<file path="src/sv/sdrr_pkg.sv">
`timescale 1ns / 1ps
`default_nettype none

package sdrr_pkg;

    localparam int BUFFER_DEPTH = 4096;
    localparam int IDX_W        = $clog2(BUFFER_DEPTH);
    localparam int FRAC_W       = 8;
    localparam int PH_W         = IDX_W + FRAC_W;
    localparam int SAMPLE_W     = 16;
    localparam int RATE_W       = 18;
    localparam int INC_W        = 11;
    localparam int OP_W         = 3;
    localparam int OFFSET_W     = 16;

    localparam int BASE_RATE    = 44100;

    localparam logic [INC_W-1:0] RESET_INC = INC_W'(256);

    localparam logic [OP_W-1:0] OP_WORD_WRITE = 3'd0;
    localparam logic [OP_W-1:0] OP_BYTE_WRITE = 3'd1;
    localparam logic [OP_W-1:0] OP_WORD_READ  = 3'd2;
    localparam logic [OP_W-1:0] OP_BYTE_READ  = 3'd3;
    localparam logic [OP_W-1:0] OP_PLAY       = 3'd4;

    localparam logic [OFFSET_W-1:0] LEFT_OFFSET  = 16'd2;
    localparam logic [OFFSET_W-1:0] RIGHT_OFFSET = 16'd6;

    localparam logic [SAMPLE_W-1:0] WORD_READ_VAL = 16'hFFFF;
    localparam logic [SAMPLE_W-1:0] BYTE_READ_VAL = 16'h00FF;

    typedef enum logic [1:0] {
        RES_WORD,
        RES_BYTE,
        RES_PLAY
    } t_res;

endpackage

`default_nettype wire

</file>
<file path="src/sv/sdrr_inc_div.sv">
`timescale 1ns / 1ps
`default_nettype none

module sdrr_inc_div
    import sdrr_pkg::*;
(
    input  wire logic              i_clk,
    input  wire logic              i_rst_n,
    input  wire logic              i_start,
    input  wire logic [RATE_W-1:0] i_rate,
    output logic                   o_busy,
    output logic      [INC_W-1:0]  o_increment
);

    // ceil(2^42 / 44100); the product error stays below one lsb for any 18-bit rate
    localparam int RECIP_W     = 27;
    localparam int PROD_W      = RATE_W + RECIP_W;
    localparam int RECIP_SHIFT = 42 - FRAC_W;
    localparam logic [RECIP_W-1:0] RECIP = 27'd99728946;

    logic [RATE_W-1:0] r_rate;
    logic              r_busy;
    logic [INC_W-1:0]  r_inc;
    logic [PROD_W-1:0] product;

    // floor(rate * 256 / 44100) by multiply with the scaled reciprocal
    assign product = PROD_W'(r_rate) * PROD_W'(RECIP);

    always_ff @(posedge i_clk) begin
        if (!i_rst_n) begin
            r_busy <= 1'b0;
            r_inc  <= RESET_INC;
        end else if (i_start) begin
            r_busy <= 1'b1;
            r_rate <= i_rate;
        end else if (r_busy) begin
            r_busy <= 1'b0;
            r_inc  <= product[RECIP_SHIFT +: INC_W];
        end
    end

    assign o_busy      = r_busy;
    assign o_increment = r_inc;

endmodule

`default_nettype wire

</file>
<file path="config.mk">
export PLATFORM = sky130hd
export DESIGN_NAME = sdrr_inc_div
export DESIGN_NICKNAME = d
export VERILOG_FILES = /design/src/sv/sdrr_pkg.sv /design/src/sv/sdrr_inc_div.sv
export SDC_FILE = /design/constraint.sdc
export NUM_CORES = 1
export LEC_CHECK = 0
export ABC_AREA = 1
export BUFFER_PORTS_ARGS = -buffer_cell sky130_fd_sc_hd__buf_4
export CAP_MARGIN = 20
export CORE_UTILIZATION = 59
export CTS_BUF_LIST = sky130_fd_sc_hd__clkbuf_16
export DETAILED_ROUTE_END_ITERATION = 6
export PLACE_DENSITY = 0.86
export SLEW_MARGIN = 40
export SYNTH_ARGS = -nofsm -noshare
export SYNTH_HDL_FRONTEND = slang
export SYNTH_SLANG_ARGS = --single-unit
</file>
<file path="constraint.sdc">
create_clock -name i_clk -period 4.7 [get_ports i_clk]
set_input_delay 0.235 -clock i_clk [delete_from_list [all_inputs] [get_ports i_clk]]
set_output_delay 0.235 -clock i_clk [all_outputs]
set_load 0.01 [all_outputs]
</file>
==> impl_metrics.ini <==
[outcome]
result_of_the_run = finished, violations left
violations = negative setup slack

[critical_path]
critical_path.max_fanout = 4
timing_worst_setup_path_type = reg2reg
worst_r2r_startpoint = r_rate[6]
timing.critical_path.cells = buf_4 > ha_1 > inv_1 > fa_2 > fa_1 > inv_1 > fa_1 > fa_1 > inv_1 > fa_1 > inv_1 > ha_1 > nand2_1 > inv_1 > nand2_2 > o21ai_2 > inv_1 > nand2_1 > nand2_1 > nand3_1 > nand2_1 > nand3_1 > nand2_1
crit_required_ns = 4.90
critical-path-max-stage-delay_ns = 0.55
crit_path_capture_type = flop
critical_path_slowest_stage_cell = fa_1
setup.worst_path.start_class = flop
launch_point_of_the_worst_path = r_rate[6]
most_used_cell_cp = inv_1
worst-endpoint-arrival_ns = 5.62
worst-r2r-cell-count = 23
critical_path.reg2reg.endpoint = o_increment[8]
flop2flop_setup_slack_ns = -0.72

[global_route]
grt_overflow_total = 0
number_of_antenna_violations_at_the_first_check_in_global_routing = 0
grtUsageTotal = 0.3854
vias_in_the_first_global_route = 9177
maximum_number_of_pins_on_one_net_before_global_route_repair = 23
global_route_wire_length_before_repair_mm = 46.19

[sta]
fin_crit_sh = 1.154
grt_setup_unrepaired = true
timing_worst_slew_pin_value_ns = 0.5438
finalWorstSetupSlack_ns = -0.7234
period_minus_slack_ns = 5.423
relSlewSlack = 0.6369
setup_viol = 11
finalMaxSlewViolations = 0
worst_clock_skew_ns = 0.01329
timing_hold_violations_final = 0
max_freq_mhz = 184.4

[clocking]
clock_pin_slew_on_the_worst_setup_and_hold_paths_ns = 0.07
clock-sinks = 30
clock_tree.htree_level_count = 2
tritoncts.num_buffers = 5
tritoncts = built
clock_insertion_delay_worst_skew_ns = 0.31
clk_path_buf_depth = 2
clk_root_buffer_cell = clkbuf_16

[worst_hold_path]
worst_hold_path.endpoint = r_rate[5]
worstHoldStart = i_rate[5]
hold_path_depth = 1
hold_path.class = in2reg

[synth]
synthArstFlopShare = 0
synthXorXnorAreaFrac = 0.003781
synth_simple_gate_area_share = 0.1745
yosysSeqAreaShare = 0.08427
synth_seq_cells = 30
most_used_flip_flop_cell_after_synthesis = edfxtp_1
synth_top_family_by_area = adder cells
post_synth_fa_ha_maj_area_fraction = 0.5464
synth.cell_area_sq_mm = 0.009265
main_area_contributors_after_synthesis = fa_1 34%, ha_1 21%, inv_1 16%
syn-instance-count = 1181
muxShareOfSynthArea = 0
synth.net_count = 1513
top_post_synthesis_cells_by_count = 398 x inv_1, 242 x nand2_1, 156 x fa_1
post-synth-top-count-cell = inv_1
synth-compound-area-share = 0.02741
yosysWarnings = 0
syn_area_per_cell_sq_um = 7.845
number_of_synthesized_flops_with_an_enable_pin = 18
post_synth_num_cell_types = 29
synthDominantAreaCellType = fa_1
netlist.area_leader.share = 0.3371

[routing]
postRouteAntennaNets = 0
dr.pass1.iters = 6
wire_length_per_cell_after_detailed_routing_um = 20.10
totalWireLength_mm = 31.34
route.detailed.drc = 0
detailedRoute.firstIterationViolations = 760
route.vias.total = 8576
vias_per_std_cell = 5.501

[placed_design]
detailed_place.area_sq_mm = 0.01066
dpl.hpwl_mm = 23.13
globalplace.congestion = 1.031
buffer_ports.inserted = 32

[die]
floorplan.io_pins = 33
fp.dieH_um = 127.3
design.core.area_sq_mm = 0.01526
floorplan.initialDensity = 0.6072
die-area_sq_mm = 0.01621
die_width_um = 127.3
std_cell_rows = 45

[finish]
insertedDiodeCount = 0
flow.area_growth_from_synthesis_pct = 24.97
total_non_filler_cell_area_in_the_finished_layout_sq_mm = 0.01158
final_layout_size_suffix_gt1_frac = 0.2522
final.fill_count = 959
design.final.nets = 1679

[run]
maxCapViolations = 0
## metrics by stage
stage | setup WS (ns) | setup TNS, ns | hold slack [ns] | util | instances
after detailed placement | -0.6495 | -6.469 | 0.4145 | 0.6986 | 1530
final | -0.7234 | -7.493 | 0.09117 | 0.7588 | 1559
after global routing | -0.9616 | -9.796 | 0.1010 | 0.7588 | 1559
after floorplan | -0.2399 | -2.108 | 0.3339 | - | 1181
after global placement | -0.5452 | -4.967 | 0.4128 | 0.6986 | 1530
after CTS | -0.4943 | -4.814 | 0.1003 | 0.7330 | 1546
## logic make-up (layout without fill, tap and decap cells)
logic type	Yosys count	count (layout)
AO/OA/AOI/OAI	46	46
XOR/XNOR	4	4
adder cells (fa/ha/maj)	311	311
buffers and inverters	403	570
flip-flops	30	30
AND/OR/NAND/NOR	387	387
## repair_timing
item / in CTS / in global routing
hold buffers: 0 / 0
setup endpoints to repair: 11 / 11
buffers inserted: 8 / 13
endpoints found under the hold margin: 0 / 0
pin swaps: 35 / 53
resized for setup: 78 / 76
## worst max-delay path by stage
stage	endpoint
2_1_floorplan	o_increment[9]
4_1_cts	o_increment[4]
3_5_place_dp	o_increment[8]
6_report	o_increment[8]
3_3_place_gp	o_increment[8]
5_1_grt	o_increment[7]
## routing by layer
| metal | track usage | part of all wire | vias up |
|---|---|---|---|
| li1 | - | - | 3776 |
| met1 | 0.4426 | 0.34 | 4010 |
| met2 | 0.6474 | 0.47 | 570 |
| met3 | 0.08920 | 0.10 | 220 |
| met4 | 0.2521 | 0.084 | 0 |
| met5 | 0 | 0 | - |
## registers in the layout, indices dropped and copies added, names as in the netlist
name	cells
o_increment	11
r_rate	18
o_busy	1
## critical path, delay by kind of cell, from the launching register on
family / cells / cell delay (ns)
adder cells (fa/ha/maj): 7 / 3.14
buffers and inverters: 7 / 0.81
AO/OA/AOI/OAI: 1 / 0.23
AND/OR/NAND/NOR: 8 / 0.61
flip-flops: 1 / 0.52
## cells in the final DEF, fill, tap and decap left out, types with 5 or more instances in the layout
master and n:
inv_1 370, nand2_1 210, buf_4 157, fa_1 136
ha_1 132, nor2_1 54, nand2_2 29, inv_2 28
nand3_1 26, ha_4 21, fa_2 20, a21oi_1 19
edfxtp_1 18, nor2_2 15, nor2_4 12, dfxtp_1 12
nand2_4 11, a21oi_2 11, nand4_1 10, nor3_2 7
nand3_2 5, clkbuf_16 5
## area by class of cell
cell class	instances	area, sq um	area share
clock inverter	3	13.76	0.001189
clock buffer	5	125.1	0.01081
sequential	30	780.7	0.06743
inverter	401	1514	0.1308
tap	211	264.0	0.02280
multi-input combinational	748	7657	0.6613
timing repair buffer	161	1224	0.1057
Power is left out: the tool's default activity adds up to more than one toggle a clock period on the data nets, which glitch-free logic cannot reach.
